`src/hdl/atg_pkg.sv`:
```
// package for the action handshake timeout guard: codes, widths and reset values
`timescale 1ns / 1ps
`default_nettype none
package atg_pkg;

  localparam int TIME_W        = 32;
  localparam int TIMEOUT_W     = 16;
  localparam int REPORT_CNT_W  = 16;
  localparam int CFG_INDEX_W   = 2;
  localparam int COUNTER_W_DEF = 16;

  localparam logic [TIMEOUT_W-1:0] TX_TIMEOUT_RST        = 16'd100;
  localparam logic [TIMEOUT_W-1:0] STARTED_TIMEOUT_RST   = 16'd500;
  localparam logic [TIMEOUT_W-1:0] COMPLETED_TIMEOUT_RST = 16'd10000;

  typedef enum logic [2:0] {
    CMD_BEGIN     = 3'd0,
    CMD_CANCEL    = 3'd1,
    CMD_TX_DONE   = 3'd2,
    CMD_STARTED   = 3'd3,
    CMD_COMPLETED = 3'd4,
    CMD_FORCE     = 3'd5,
    CMD_POLL      = 3'd6
  } cmd_t;

  typedef enum logic [2:0] {
    PH_IDLE           = 3'd0,
    PH_WAIT_TX        = 3'd1,
    PH_WAIT_STARTED   = 3'd2,
    PH_WAIT_COMPLETED = 3'd3,
    PH_FAULT          = 3'd4
  } phase_t;

  typedef enum logic [1:0] {
    ST_OK        = 2'd0,
    ST_BAD_PARAM = 2'd1,
    ST_FAULT     = 2'd2,
    ST_BUSY      = 2'd3
  } status_t;

  typedef enum logic [1:0] {
    TO_NONE      = 2'd0,
    TO_TX        = 2'd1,
    TO_STARTED   = 2'd2,
    TO_COMPLETED = 2'd3
  } kind_t;

  typedef enum logic [CFG_INDEX_W-1:0] {
    REG_TX_TIMEOUT        = 2'd0,
    REG_STARTED_TIMEOUT   = 2'd1,
    REG_COMPLETED_TIMEOUT = 2'd2
  } reg_index_t;

endpackage
`default_nettype wire

```
`src/hdl/atg_channels.sv`:
```
// valid/ready channel interfaces for event beats and result beats
`timescale 1ns / 1ps
`default_nettype none
interface atg_req_if;
  logic                          valid;
  logic                          ready;
  logic [2:0]                    cmd;
  logic [atg_pkg::TIME_W-1:0]    now_ms;

  modport source (output valid, output cmd, output now_ms, input ready);
  modport sink   (input valid, input cmd, input now_ms, output ready);
endinterface

interface atg_rsp_if;
  logic                                valid;
  logic                                ready;
  logic [1:0]                          status;
  logic [1:0]                          timeout_kind;
  logic                                busy_flag;
  logic [2:0]                          phase_now;
  logic                                fault_flag;
  logic [atg_pkg::REPORT_CNT_W-1:0]    timeouts_seen;
  logic [atg_pkg::REPORT_CNT_W-1:0]    rejects_seen;

  modport source (output valid, output status, output timeout_kind, output busy_flag,
                  output phase_now, output fault_flag, output timeouts_seen,
                  output rejects_seen, input ready);
  modport sink   (input valid, input status, input timeout_kind, input busy_flag,
                  input phase_now, input fault_flag, input timeouts_seen,
                  input rejects_seen, output ready);
endinterface
`default_nettype wire

```
`src/hdl/action_handshake_timeout_guard.sv`:
```
// top level of the action handshake timeout guard
`timescale 1ns / 1ps
`default_nettype none
//
// channel   dir  beat contents
// --------  ---  ------------------------------------------------------------
// req       in   cmd, now_ms
// rsp       out  status, timeout_kind, busy_flag, phase_now, fault_flag,
//                timeouts_seen, rejects_seen
// cfg_*     in   cfg_write, cfg_index, cfg_data (write only, no back-pressure)
//
// one event beat per cycle while rsp is not stalled; its result beat is registered at acceptance
// the phase, deadline and counters update at the accept edge, so the next beat
// sees them at once; the cost per beat is one 32-bit add and one 32-bit subtract
// req.ready is high while the result register is empty or being drained
// synchronous reset restores the phase to idle, clears counters and loads the
// default timeouts; rsp stalls hold the result register and back up req
//
module action_handshake_timeout_guard #(
  parameter int COUNTER_WIDTH = atg_pkg::COUNTER_W_DEF
) (
  input  wire logic                               clk,
  input  wire logic                               rst,
  input  wire logic                               cfg_write,
  input  wire logic [atg_pkg::CFG_INDEX_W-1:0]    cfg_index,
  input  wire logic [atg_pkg::TIMEOUT_W-1:0]      cfg_data,
  atg_req_if.sink                                 req,
  atg_rsp_if.source                               rsp
);

  // width for widening a counter to the reporting width when it is narrower
  localparam int EXT_W = (COUNTER_WIDTH > atg_pkg::REPORT_CNT_W) ?
                         COUNTER_WIDTH : atg_pkg::REPORT_CNT_W;

  // configuration registers
  logic [atg_pkg::TIMEOUT_W-1:0] tx_timeout;
  logic [atg_pkg::TIMEOUT_W-1:0] started_timeout;
  logic [atg_pkg::TIMEOUT_W-1:0] completed_timeout;

  // supervisor state
  atg_pkg::phase_t              phase, phase_next;
  logic [atg_pkg::TIME_W-1:0]   deadline, deadline_next;
  logic                         fault, fault_next;
  logic [COUNTER_WIDTH-1:0]     timeouts, timeouts_next;
  logic [COUNTER_WIDTH-1:0]     rejects, rejects_next;

  // per-beat result
  atg_pkg::status_t             status_next;
  atg_pkg::kind_t               kind_next;

  logic                         accept;
  logic                         reached;
  logic [atg_pkg::TIME_W-1:0]   since_deadline;
  logic [EXT_W-1:0]             timeouts_ext;
  logic [EXT_W-1:0]             rejects_ext;

  assign req.ready = !rsp.valid || rsp.ready;
  assign accept    = req.valid && req.ready;

  // wrap-safe deadline test: sign bit of now minus deadline
  assign since_deadline = req.now_ms - deadline;
  assign reached        = !since_deadline[atg_pkg::TIME_W-1];

  always_ff @(posedge clk) begin
    if (rst) begin
      tx_timeout        <= atg_pkg::TX_TIMEOUT_RST;
      started_timeout   <= atg_pkg::STARTED_TIMEOUT_RST;
      completed_timeout <= atg_pkg::COMPLETED_TIMEOUT_RST;
    end else if (cfg_write) begin
      unique case (cfg_index)
        atg_pkg::REG_TX_TIMEOUT:        tx_timeout        <= cfg_data;
        atg_pkg::REG_STARTED_TIMEOUT:   started_timeout   <= cfg_data;
        atg_pkg::REG_COMPLETED_TIMEOUT: completed_timeout <= cfg_data;
        default: ;  // writes past the register list are dropped
      endcase
    end
  end

  // next state of the supervisor for the beat on req
  always_comb begin
    phase_next    = phase;
    deadline_next = deadline;
    fault_next    = fault;
    timeouts_next = timeouts;
    rejects_next  = rejects;
    unique case (req.cmd)
      atg_pkg::CMD_BEGIN: begin
        if (tx_timeout != '0 && !fault) begin
          if (phase != atg_pkg::PH_IDLE) begin
            // busy: only this answer counts a reject
            if (rejects != {COUNTER_WIDTH{1'b1}}) begin
              rejects_next = rejects + COUNTER_WIDTH'(1);
            end
          end else begin
            phase_next    = atg_pkg::PH_WAIT_TX;
            deadline_next = req.now_ms + atg_pkg::TIME_W'(tx_timeout);
          end
        end
      end
      atg_pkg::CMD_CANCEL: begin
        if (phase == atg_pkg::PH_WAIT_TX && !fault) begin
          phase_next    = atg_pkg::PH_IDLE;
          deadline_next = '0;
        end
      end
      atg_pkg::CMD_TX_DONE: begin
        if (phase == atg_pkg::PH_WAIT_TX && started_timeout != '0) begin
          phase_next    = atg_pkg::PH_WAIT_STARTED;
          deadline_next = req.now_ms + atg_pkg::TIME_W'(started_timeout);
        end
      end
      atg_pkg::CMD_STARTED: begin
        if (!fault && completed_timeout != '0 &&
            (phase == atg_pkg::PH_WAIT_TX || phase == atg_pkg::PH_WAIT_STARTED)) begin
          phase_next    = atg_pkg::PH_WAIT_COMPLETED;
          deadline_next = req.now_ms + atg_pkg::TIME_W'(completed_timeout);
        end
      end
      atg_pkg::CMD_COMPLETED: begin
        if (!fault && phase != atg_pkg::PH_IDLE) begin
          phase_next    = atg_pkg::PH_IDLE;
          deadline_next = '0;
        end
      end
      atg_pkg::CMD_FORCE: begin
        phase_next    = atg_pkg::PH_FAULT;
        deadline_next = '0;
        fault_next    = 1'b1;
      end
      atg_pkg::CMD_POLL: begin
        if (!fault && reached &&
            (phase == atg_pkg::PH_WAIT_TX || phase == atg_pkg::PH_WAIT_STARTED ||
             phase == atg_pkg::PH_WAIT_COMPLETED)) begin
          if (timeouts != {COUNTER_WIDTH{1'b1}}) begin
            timeouts_next = timeouts + COUNTER_WIDTH'(1);
          end
          phase_next    = atg_pkg::PH_FAULT;
          deadline_next = '0;
          fault_next    = 1'b1;
        end
      end
      default: ;  // unused code leaves everything as it is
    endcase
  end

  // status and timeout report for the beat on req
  always_comb begin
    status_next = atg_pkg::ST_OK;
    kind_next   = atg_pkg::TO_NONE;
    unique case (req.cmd)
      atg_pkg::CMD_BEGIN: begin
        // bad parameter wins over fault, fault over busy
        if (tx_timeout == '0) begin
          status_next = atg_pkg::ST_BAD_PARAM;
        end else if (fault) begin
          status_next = atg_pkg::ST_FAULT;
        end else if (phase != atg_pkg::PH_IDLE) begin
          status_next = atg_pkg::ST_BUSY;
        end
      end
      atg_pkg::CMD_POLL: begin
        if (!fault && reached) begin
          unique case (phase)
            atg_pkg::PH_WAIT_TX:        kind_next = atg_pkg::TO_TX;
            atg_pkg::PH_WAIT_STARTED:   kind_next = atg_pkg::TO_STARTED;
            atg_pkg::PH_WAIT_COMPLETED: kind_next = atg_pkg::TO_COMPLETED;
            default:                    kind_next = atg_pkg::TO_NONE;
          endcase
        end
      end
      default: ;
    endcase
  end

  always_ff @(posedge clk) begin
    if (rst) begin
      phase    <= atg_pkg::PH_IDLE;
      deadline <= '0;
      fault    <= 1'b0;
      timeouts <= '0;
      rejects  <= '0;
    end else if (accept) begin
      phase    <= phase_next;
      deadline <= deadline_next;
      fault    <= fault_next;
      timeouts <= timeouts_next;
      rejects  <= rejects_next;
    end
  end

  // counters widened or cut to the reporting width
  assign timeouts_ext = EXT_W'(timeouts_next);
  assign rejects_ext  = EXT_W'(rejects_next);

  // result register
  always_ff @(posedge clk) begin
    if (rst) begin
      rsp.valid <= 1'b0;
    end else if (accept) begin
      rsp.valid <= 1'b1;
    end else if (rsp.ready) begin
      rsp.valid <= 1'b0;
    end
  end

  always_ff @(posedge clk) begin
    if (accept) begin
      rsp.status        <= status_next;
      rsp.timeout_kind  <= kind_next;
      rsp.busy_flag     <= (phase_next != atg_pkg::PH_IDLE) &&
                           (phase_next != atg_pkg::PH_FAULT);
      rsp.phase_now     <= phase_next;
      rsp.fault_flag    <= fault_next;
      rsp.timeouts_seen <= timeouts_ext[atg_pkg::REPORT_CNT_W-1:0];
      rsp.rejects_seen  <= rejects_ext[atg_pkg::REPORT_CNT_W-1:0];
    end
  end

endmodule
`default_nettype wire
```
`src/flat_wrapper.sv`:
```
// flat-port wrapper written by rule: the top's interface ports become plain ports
module action_handshake_timeout_guard_flat 
#(
  parameter int COUNTER_WIDTH = atg_pkg::COUNTER_W_DEF
)
  (clk, rst, cfg_write, cfg_index, cfg_data, req_valid, req_cmd, req_now_ms, req_ready, rsp_valid, rsp_status, rsp_timeout_kind, rsp_busy_flag, rsp_phase_now, rsp_fault_flag, rsp_timeouts_seen, rsp_rejects_seen, rsp_ready);
  atg_req_if req_i ();
  atg_rsp_if rsp_i ();
  input  wire logic clk;
  input  wire logic rst;
  input  wire logic cfg_write;
  input  wire logic [atg_pkg::CFG_INDEX_W-1:0] cfg_index;
  input  wire logic [atg_pkg::TIMEOUT_W-1:0] cfg_data;
  input wire logic [$bits(req_i.valid)-1:0] req_valid;
  input wire logic [$bits(req_i.cmd)-1:0] req_cmd;
  input wire logic [$bits(req_i.now_ms)-1:0] req_now_ms;
  output wire logic [$bits(req_i.ready)-1:0] req_ready;
  output wire logic [$bits(rsp_i.valid)-1:0] rsp_valid;
  output wire logic [$bits(rsp_i.status)-1:0] rsp_status;
  output wire logic [$bits(rsp_i.timeout_kind)-1:0] rsp_timeout_kind;
  output wire logic [$bits(rsp_i.busy_flag)-1:0] rsp_busy_flag;
  output wire logic [$bits(rsp_i.phase_now)-1:0] rsp_phase_now;
  output wire logic [$bits(rsp_i.fault_flag)-1:0] rsp_fault_flag;
  output wire logic [$bits(rsp_i.timeouts_seen)-1:0] rsp_timeouts_seen;
  output wire logic [$bits(rsp_i.rejects_seen)-1:0] rsp_rejects_seen;
  input wire logic [$bits(rsp_i.ready)-1:0] rsp_ready;
  assign req_i.valid = req_valid;
  assign req_i.cmd = req_cmd;
  assign req_i.now_ms = req_now_ms;
  assign req_ready = req_i.ready;
  assign rsp_valid = rsp_i.valid;
  assign rsp_status = rsp_i.status;
  assign rsp_timeout_kind = rsp_i.timeout_kind;
  assign rsp_busy_flag = rsp_i.busy_flag;
  assign rsp_phase_now = rsp_i.phase_now;
  assign rsp_fault_flag = rsp_i.fault_flag;
  assign rsp_timeouts_seen = rsp_i.timeouts_seen;
  assign rsp_rejects_seen = rsp_i.rejects_seen;
  assign rsp_i.ready = rsp_ready;
  action_handshake_timeout_guard #(.COUNTER_WIDTH(COUNTER_WIDTH)) u_core (.clk(clk), .rst(rst), .cfg_write(cfg_write), .cfg_index(cfg_index), .cfg_data(cfg_data), .req(req_i), .rsp(rsp_i));
endmodule
```
`config.mk`:
```
export PLATFORM = sky130hd
export DESIGN_NAME = action_handshake_timeout_guard_flat
export DESIGN_NICKNAME = d
export VERILOG_FILES = /design/src/hdl/atg_pkg.sv /design/src/hdl/atg_channels.sv /design/src/hdl/action_handshake_timeout_guard.sv /design/src/flat_wrapper.sv
export SDC_FILE = /design/constraint.sdc
export NUM_CORES = 1
export LEC_CHECK = 0
export ABC_AREA = 1
export ABC_CLOCK_PERIOD_IN_PS = 4100
export BUFFER_PORTS_ARGS = -buffer_cell sky130_fd_sc_hd__buf_4
export CAP_MARGIN = 25
export CORE_MARGIN = 2
export CORE_UTILIZATION = 30
export DETAILED_ROUTE_END_ITERATION = 6
export PLACE_DENSITY_LB_ADDON = 0.12
export SLEW_MARGIN = 20
export SYNTH_ARGS = -nofsm -noshare
export SYNTH_HDL_FRONTEND = slang
export SYNTH_SLANG_ARGS = --single-unit
```
`constraint.sdc`:
```
create_clock -name clk -period 4.1 [get_ports clk]
set_input_delay 0.82 -clock clk [delete_from_list [all_inputs] [get_ports clk]]
set_output_delay 0.82 -clock clk [all_outputs]
set_load 0.005 [all_outputs]
```
==> flow_metrics.py, run 1 <==
metrics = {
    "critical_path": {
        "rrSetupSlack_ps": 1090,
        "path_class": "in2reg",
        "setup.worst_path.end_class": "flip-flop",
        "timing.rr.start": "u_core.completed_timeout[0]$_SDFFE_PP0P_",
        "required_ps": 4470,
        "critPathCapture": "u_core.deadline[24]$_SDFFE_PP0P_",
        "r2r-end": "u_core.deadline[24]$_SDFFE_PP0P_",
        "r2r_cells": 19,
        "startpoint": "req_cmd[1]",
        "crit_arrival_ps": 3910,
        "startpoint_type": "primary input",
        "cp_max_fo": 11,
    },
    "timing": {
        "post-route-period-util_pct": 86.47,
        "setup_tns_ps": 0,
        "rsz0062_at_grt": "no",
        "period_minus_slack_ps": 3545,
        "maxSlewViolCount": 0,
        "finalSetupViolCount": 0,
        "slew_headroom_pct": 36.28,
        "whs_ps": 461.5,
        "max_freq_ghz": 0.2821,
        "hold_violations": 0,
        "worstMarginPinSlew_ps": 955.8,
        "skew_ps": 10.76,
        "finalWorstSetupSlack_ps": 554.6,
    },
    "layout": {
        "area_growth_pct": 16.18,
        "num_antenna_cells": 0,
        "nNetsFinal": 1629,
        "stdcell_count": 1983,
        "final_layout_size_suffix_gt1_share_pct": 11.27,
        "fin_util_pct": 35.13,
        "design_area_um2": 11690,
    },
    "global_route": {
        "use_met2_pct": 26.17,
        "grt_util_met1_pct": 24.73,
        "grt_pass1_wl_mm": 47.84,
        "grt_max_degree": 71,
        "grt-ovfl-total": 0,
        "antenna_found_initial": 0,
        "track_usage_pct": 17.07,
        "use_met3_pct": 2.608,
        "grt_pass1_vias": 8831,
        "grt_busiest_layer": "met2",
    },
    "route": {
        "first_pass_iters": 4,
        "via_count": 9409,
        "via_per_inst": 4.745,
        "antenna_left": 0,
        "drcViolationCount": 0,
        "wire_per_inst_um": 14.87,
        "dr.first_iter.drc_count": 653,
        "drt-total-wl_mm": 29.49,
    },
    "clock_network": {
        "insertion_delay_ps": 440,
        "cts-root-buf": "clkbuf_16",
        "path_clk_slew_ps": 70,
        "holdBufCountCts": 0,
        "htree_levels": 4,
        "cts_setup_buffers": 0,
        "cts.sinks": 158,
        "cts_tree": "done",
        "clock_path_buffers": 2,
        "cts.repair.resized": 0,
        "numCtsBuffers": 17,
    },
    "floorplan": {
        "die_w_um": 187.2,
        "core_area_um2": 33280,
        "die_y_um": 187.2,
        "start_util_pct": 30.24,
        "rows": 67,
        "pin_count": 101,
        "dieArea_um2": 35030,
    },
    "place": {
        "hpwl_mm": 21.75,
        "place_congestion": 0.8627,
        "placed_area_um2": 11140,
        "port-buffer-count": 100,
        "pre_cts_slack_ps": 77.79,
        "placed_cells": 1951,
    },
    "logic_synthesis": {
        "yosysMostFrequentCell": "nand2_1",
        "synth-main-ff-cell": "dfxtp_1",
        "yosys_warnings": 0,
        "ys_seq_elements": 158,
        "yosysSeqAreaShare_pct": 35.51,
        "avgSynthCellArea_um2": 6.959,
        "netlist_top_cells_count": "nand2_1 (364), inv_1 (220), a21oi_1 (137)",
        "syn_inst": 1446,
        "ys_top_cells_by_area": "dfxtp_1 (23%), nand2_1 (14%), edfxtp_1 (12%)",
        "syn_area_um2": 10060,
        "synth_area_leader_cell": "dfxtp_1",
        "synth_cell_types": 47,
        "synth_edf_count": 41,
        "synthesis.nets": 1553,
        "synth_top_area_share_pct": 23.27,
        "async_flop_share_pct": 0,
    },
    "power_and_ir_drop": {
        "total_power_mw": 4.149,
        "peakVddDrop_v": 0.0003152,
        "powerDensity_nw_per_um2": 354.9,
        "p_leak_nw": 5.185,
    },
    "run": {
        "drv_cap": 0,
    },
    "run_status": {
        "status": "complete, no violations",
    },
    "hold_path": {
        "min_path_type": "reg2reg",
    },
}
## how the worst min path moves through the flow
stage	startpoint	end	slack [ps]	depth (start not counted)
3_3_place_gp	u_core.deadline[3]$_SDFFE_PP0P_	u_core.deadline[3]$_SDFFE_PP0P_	450	2
3_5_place_dp	u_core.deadline[12]$_SDFFE_PP0P_	u_core.deadline[12]$_SDFFE_PP0P_	450	2
5_1_grt	u_core.deadline[13]$_SDFFE_PP0P_	u_core.deadline[13]$_SDFFE_PP0P_	470	2
6_report	u_core.deadline[27]$_SDFFE_PP0P_	u_core.deadline[27]$_SDFFE_PP0P_	460	2
2_1_floorplan	u_core.deadline[11]$_SDFFE_PP0P_	u_core.deadline[11]$_SDFFE_PP0P_	440	2
4_1_cts	u_core.deadline[27]$_SDFFE_PP0P_	u_core.deadline[27]$_SDFFE_PP0P_	460	2
## per-layer routing
metal	share of wire (%)	vias to the layer above
met1	52	4310
met3	3.5	24
met4	1.5	0
met2	43	166
li1	-	4909
met5	0	-
## state kept, by name, indices dropped and copies added, names as in the netlist, 16 cells and up
name,count
u_core.completed_timeout,16
u_core.rsp.timeouts_seen,16
u_core.timeouts,16
u_core.deadline,32
u_core.started_timeout,16
u_core.rsp.rejects_seen,16
u_core.rejects,16
u_core.tx_timeout,16
## final cells by class
| type | count | area [µm²] |
|---|---|---|
| Timing Repair Buffer | 112 | 840.8 |
| Sequential cell | 158 | 3573 |
| Clock buffer | 22 | 465.4 |
| Inverter | 224 | 840.8 |
| Multi-Input combinational cell | 1009 | 5324 |
| Fill cell | 3672 | 21590 |
| Tap cell | 448 | 560.5 |
| Clock inverter | 10 | 86.33 |
## report_power, final
part | internal [mW] | switching [mW] | total [mW]
logic | 0.305 | 0.528 | 0.833
clock network | 0.869 | 0.678 | 1.55
registers | 1.71 | 0.0599 | 1.77
## logic make-up after synthesis
group,Yosys count,share of synthesized area (%)
DFF,158,35.51
adders and majority gates,49,6.167
xor gates and xnor gates,32,2.860
buffers and inverters,279,11.62
AOI/OAI and AO/OA,255,13.99
and+or+nand+nor,673,29.85
## placed cells by master, fill, tap and decap left out, types with 6 or more instances in the layout
cell type	count
dfxtp_1	117
nor2_1	110
o211ai_1	14
nor3_1	27
o221ai_1	15
nand2_1	364
nand4_1	59
inv_1	219
xnor2_1	16
xor2_1	15
nand3b_1	8
edfxtp_1	41
buf_4	112
o21ai_0	71
clkbuf_16	18
a21oi_1	136
nand3_1	75
ha_1	48
nor4_1	6
## critical path: stages
cell	delay [ps]
buf_4	130
nand2_1	90
nor2_1	170
inv_1	150
o221ai_1	230
ha_1	240
inv_1	80
fa_1	400
nand3b_1	180
nand2_1	130
nand2_1	80
nand2_2	90
nand2_1	60
nand2_1	120
nand2_1	70
nand2_1	320
nand2_1	90
nand2_1	80
nand2_1	40
nor2_1	80
nand4_1	90
a21oi_1	160
Power figures use the tool's default switching activity.
==> inputs of run 2 (changes only) <==
- PLACE_DENSITY: not set -> 0.53
- PLACE_DENSITY_LB_ADDON: 0.12 -> not set
==> run 2 against run 1 <==
Against the previous run:
- worst hold slack worse by 0.85 ps
- clock power is 5% higher
- wire length is 3.9% lower
- register-to-register slack hardly changed
- critical path depth stayed put
- maximum frequency is 1.3% lower
- critical path type unchanged
- global-route usage is 0.71 points lower
- sequential share of layout area is 0.16 points lower
- sequential cell count stayed put
==> flow_metrics.py, run 2 (same netlist as run 1, synthesis figures left out) <==
metrics = {
    "run_status": {
        "status": "complete, no violations",
    },
    "layout": {
        "multi_input_area_um2": 5324,
        "fin_util_pct": 35.31,
        "area_growth_pct": 16.78,
        "seq_area_um2": 3573,
        "final_common_cell": "nand2_1",
        "design_area_um2": 11750,
        "final_cell_mix": "nand2_1 (364), inv_1 (219), a21oi_1 (136)",
        "nNetsFinal": 1630,
        "fill_cells": 3538,
        "final_layout_size_suffix_gt1_share_pct": 11.59,
        "largest_register_ffs": 32,
        "top_register": "u_core.deadline",
    },
    "timing": {
        "setup_tns_ps": 0,
        "post-route-period-util_pct": 87.65,
        "hold_violations": 0,
        "worstMarginPinSlew_ps": 893.8,
        "slew_headroom_pct": 40.27,
        "max_freq_ghz": 0.2783,
        "period_minus_slack_ps": 3594,
        "skew_ps": 16.33,
        "maxSlewViolCount": 0,
        "finalSetupViolCount": 0,
        "rsz0062_at_grt": "no",
    },
    "critical_path": {
        "crit_arrival_ps": 3950,
        "worst_path_largest_cell_delay_ps": 410,
        "path_class": "in2reg",
        "cp_common_cell": "nand2_1",
        "cp_max_fo": 11,
        "crit_path_cell_trace": "buf_4 -> nand2_1 -> nor2_1 -> inv_1 -> o221ai_1 -> ha_1 -> inv_1 -> fa_1 -> nand3b_1 -> nand2_1 -> nand2_1 -> nand2_2 -> nand2_1 -> nand2_1 -> nand2_1 -> nand2_1 -> nand3_1 -> nand2_1 -> nand2_1 -> nor2_1 -> nand4_1 -> a21oi_1",
        "startpoint_type": "primary input",
        "required_ps": 4460,
        "cpMaxStageDelayCell": "fa_1",
        "setup.worst_path.end_class": "flip-flop",
    },
    "route": {
        "first_pass_iters": 7,
        "dr.first_iter.drc_count": 666,
        "wire_per_inst_um": 14.26,
        "drt-total-wl_mm": 28.33,
        "via_count": 9478,
        "via_per_inst": 4.772,
        "drcViolationCount": 0,
        "antenna_left": 0,
    },
    "global_route": {
        "track_usage_pct": 16.36,
        "grt_max_degree": 71,
        "grt_pass1_vias": 8854,
        "grt_pass1_wl_mm": 46.60,
        "antenna_found_initial": 2,
        "grt-ovfl-total": 0,
    },
    "clock_network": {
        "cts_setup_buffers": 0,
        "htree_levels": 4,
        "cts.repair.resized": 0,
        "holdBufCountCts": 0,
        "cts_tree": "done",
        "cts.sinks": 158,
        "cts-root-buf": "clkbuf_16",
        "numCtsBuffers": 17,
        "path_clk_slew_ps": 80,
        "clock_path_buffers": 2,
        "insertion_delay_ps": 430,
    },
    "hold_path": {
        "min_path_type": "reg2reg",
    },
    "place": {
        "place_congestion": 0.8799,
        "port-buffer-count": 100,
        "placed_area_um2": 11150,
        "hpwl_mm": 20.87,
    },
    "floorplan": {
        "die_w_um": 187.2,
        "rows": 67,
        "start_util_pct": 30.24,
        "dieArea_um2": 35030,
        "die_y_um": 187.2,
        "pin_count": 101,
        "core_area_um2": 33280,
    },
    "power_and_ir_drop": {
        "peakVddDrop_v": 0.0002661,
        "powerDensity_nw_per_um2": 359.9,
        "p_leak_nw": 5.207,
    },
    "run": {
        "drv_cap": 0,
    },
}
run 2: cell count changes in the layout (fill, tap and decap cells not counted), moves of 2 or more:
cell / previous run / this run
clkbuf_1: 4 / 0
clkinv_2: 5 / 1
clkinv_4: 1 / 3
clkinv_8: 0 / 3
diode_2: 0 / 2
inv_6: 1 / 4
inv_8: 0 / 2
run 2: routing by layer:
metal / track usage (%) / wire length (µm) / share of wire (%)
met3: 2.477 / 1110 / 3.9
met4: 5.067 / 551 / 1.9
met5: 0 / 0 / 0
met2: 25.55 / 12350 / 44
met1: 23.18 / 14320 / 51
run 2: area by class of cell:
cell class | instances | share of cell area [%]
clock inverter | 15 | 1.490
sequential | 158 | 30.41
inverter | 224 | 7.154
timing repair buffer | 113 | 7.218
antenna | 2 | 0.04258
clock buffer | 17 | 3.620
tap | 448 | 4.770
multi-input combinational | 1009 | 45.30
run 2: power by group:
group | internal (mW) | switching [mW]
Sequential | 1.71 | 0.0622
Combinational | 0.306 | 0.521
Clock | 0.870 | 0.763
Total | 2.88 | 1.35
run 2: path summary, 6_finish.rpt:
path / depth (start not counted) / to / slack (ps) / start
worst max register to register: 19 / u_core.deadline[26]$_SDFFE_PP0P_ / 1080 / u_core.tx_timeout[0]$_SDFFE_PP0P_
worst min-delay path: 2 / u_core.deadline[11]$_SDFFE_PP0P_ / 460 / u_core.deadline[11]$_SDFFE_PP0P_
worst max-delay path: 22 / u_core.deadline[26]$_SDFFE_PP0P_ / 510 / req_cmd[1]
worst min register to register: 2 / u_core.deadline[11]$_SDFFE_PP0P_ / 460 / u_core.deadline[11]$_SDFFE_PP0P_
run 2: stage by stage:
| step | setup WS [ps] | instances | power (mW) | hold WS (ps) |
|---|---|---|---|---|
| after floorplan | 723.4 | 1446 | 2.361 | 439.0 |
| after global placement | 264.4 | 1952 | 2.624 | 449.6 |
| after detailed placement | 119.1 | 1952 | 2.628 | 453.3 |
| after CTS | 566.1 | 1984 | 4.264 | 463.5 |
| after global routing | 139.9 | 1985 | 4.452 | 480.8 |
| final | 506.2 | 1986 | 4.230 | 460.7 |
run 2: worst max-delay path, delay by kind of cell:
| kind | cells | cell delay (ps) |
|---|---|---|
| compound gates | 2 | 370 |
| buf+inv | 3 | 380 |
| simple gates | 15 | 1740 |
| fa+ha+maj | 2 | 650 |
==> inputs of run 3 (changes only) <==
- CORE_ASPECT_RATIO: not set -> 1.75
==> run 3 against run 2 <==
Against the previous run:
- sequential cell count is the same
- clock power is essentially flat
- sequential share of layout area grew 0.17 points
- critical endpoint is now u_core.deadline[22]$_SDFFE_PP0P_
- largest power group unchanged
==> flow_metrics.py, run 3 (same netlist as run 1, synthesis figures left out) <==
metrics = {
    "run_status": {
        "status": "complete, no violations",
    },
    "route": {
        "antenna_left": 0,
        "dr.first_iter.drc_count": 419,
        "drt-total-wl_mm": 30.02,
        "via_per_inst": 4.899,
        "wire_per_inst_um": 15.49,
        "drcViolationCount": 0,
        "via_count": 9495,
        "first_pass_iters": 5,
    },
    "critical_path": {
        "cp_common_cell": "nand2_1",
        "worst_path_largest_cell_delay_ps": 410,
        "worst-path-buf-inv": 3,
        "rrSetupSlack_ps": 1070,
        "path_class": "in2reg",
        "startpoint_type": "primary input",
        "setup.worst_path.end_class": "flip-flop",
        "crit_arrival_ps": 3880,
        "path_delay_family": "simple AND/OR/NAND/NOR gates",
        "cpMaxStageDelayCell": "fa_1",
        "required_ps": 4470,
        "crit_path_cell_trace": "buf_4 -> nand2_1 -> nor2_1 -> inv_1 -> o221ai_1 -> ha_1 -> inv_1 -> fa_1 -> nand3b_1 -> nand2_1 -> nand2_1 -> nand2_2 -> nand2_1 -> nand2_1 -> nand2_1 -> nand2_1 -> nand3_1 -> a21oi_1 -> nand4_1 -> a21oi_1",
        "cp_max_fo": 11,
    },
    "place": {
        "pre_cts_slack_ps": 185.5,
        "hpwl_mm": 23.00,
        "place_congestion": 0.8694,
        "placed_area_um2": 11090,
        "port-buffer-count": 100,
    },
    "layout": {
        "nNetsFinal": 1629,
        "design_area_um2": 11690,
        "num_antenna_cells": 0,
        "top_register": "u_core.deadline",
        "fill_cells": 3540,
        "seq_area_um2": 3573,
        "multi_input_area_um2": 5324,
        "area_growth_pct": 16.14,
        "final_common_cell": "nand2_1",
        "final_cell_mix": "nand2_1 (364), inv_1 (219), a21oi_1 (136)",
        "largest_register_ffs": 32,
        "final_layout_size_suffix_gt1_share_pct": 11.42,
    },
    "clock_network": {
        "htree_levels": 4,
        "numCtsBuffers": 17,
        "cts-root-buf": "clkbuf_16",
        "clock_path_buffers": 2,
        "cts_tree": "done",
        "path_clk_slew_ps": 60,
        "insertion_delay_ps": 450,
        "cts.repair.resized": 0,
        "holdBufCountCts": 0,
        "cts_setup_buffers": 0,
        "cts.sinks": 158,
    },
    "global_route": {
        "grt-ovfl-total": 0,
        "antenna_found_initial": 0,
        "track_usage_pct": 17.38,
        "grt_busiest_layer": "met2",
        "use_met3_pct": 2.410,
        "grt_pass1_vias": 9057,
        "use_met2_pct": 32.89,
        "grt_util_met1_pct": 17.96,
        "grt_max_degree": 71,
        "grt_pass1_wl_mm": 47.31,
    },
    "power_and_ir_drop": {
        "p_leak_nw": 5.209,
        "powerDensity_nw_per_um2": 361.9,
        "peakVddDrop_v": 0.0002966,
    },
    "timing": {
        "finalSetupViolCount": 0,
        "worstMarginPinSlew_ps": 979.1,
        "finalWorstSetupSlack_ps": 584.5,
        "skew_ps": 9.777,
        "period_minus_slack_ps": 3516,
        "hold_violations": 0,
        "rsz0062_at_grt": "no",
        "slew_headroom_pct": 34.73,
        "setup_tns_ps": 0,
        "post-route-period-util_pct": 85.74,
        "maxSlewViolCount": 0,
        "max_freq_ghz": 0.2845,
    },
    "floorplan": {
        "start_util_pct": 30.47,
        "pin_count": 101,
        "core_area_um2": 33030,
        "rows": 88,
        "die_y_um": 246.3,
        "dieArea_um2": 35080,
        "die_w_um": 142.5,
    },
    "run": {
        "drv_cap": 0,
    },
    "hold_path": {
        "min_path_type": "reg2reg",
    },
}
## run 3: path summary, 6_finish.rpt
check	start	to	depth (start not counted)
max	req_cmd[1]	u_core.deadline[22]$_SDFFE_PP0P_	20
min	u_core.deadline[28]$_SDFFE_PP0P_	u_core.deadline[28]$_SDFFE_PP0P_	2
max reg2reg	u_core.tx_timeout[0]$_SDFFE_PP0P_	u_core.deadline[22]$_SDFFE_PP0P_	17
min reg2reg	u_core.deadline[28]$_SDFFE_PP0P_	u_core.deadline[28]$_SDFFE_PP0P_	2
## run 3: layout make-up
type / instances / area share [%]
Clock buffer: 21 / 4.304
Clock inverter: 9 / 0.8457
Inverter: 224 / 7.194
Multi-Input combinational cell: 1009 / 45.55
Sequential cell: 158 / 30.57
Tap cell: 405 / 4.336
Timing Repair Buffer: 112 / 7.194
## run 3: metrics by stage
step / std cells / power (mW) / util (%) / hold WS (ps)
CTS: 1938 / 4.283 / 35.38 / 462.6
finish: 1938 / 4.230 / 35.38 / 462.4
global placement: 1908 / 2.630 / 33.56 / 452.7
floorplan: 1446 / 2.361 / - / 439.0
global route: 1938 / 4.454 / 35.38 / 474.0
detailed placement: 1908 / 2.638 / 33.56 / 453.2
## run 3: where the power goes
part | leakage (nW) | switching, mW | total (mW) | internal (mW)
Combinational | 3.54 | 0.529 | 0.834 | 0.305
Sequential | 1.37 | 0.0599 | 1.77 | 1.71
Clock | 0.298 | 0.684 | 1.63 | 0.943
Total | 5.21 | 1.27 | 4.23 | 2.96
## run 3: routing by layer
metal | wire, µm | vias to the layer above
li1 | - | 4912
met1 | 11440 | 4316
met2 | 16140 | 202
met3 | 916 | 65
met4 | 1525 | 0
met5 | 0 | -
## run 3: worst reg2reg max path, stage by stage, from the launching register on
cell and delay [ps]:
dfxtp_1 310, inv_1 60, o221ai_1 250, ha_1 260, inv_1 90, fa_1 410, nand3b_1 170, nand2_1 160
nand2_1 90, nand2_2 100, nand2_1 60, nand2_1 100, nand2_1 60, nand2_1 290, nand3_1 120, a21oi_1 180
nand4_1 100, a21oi_1 140
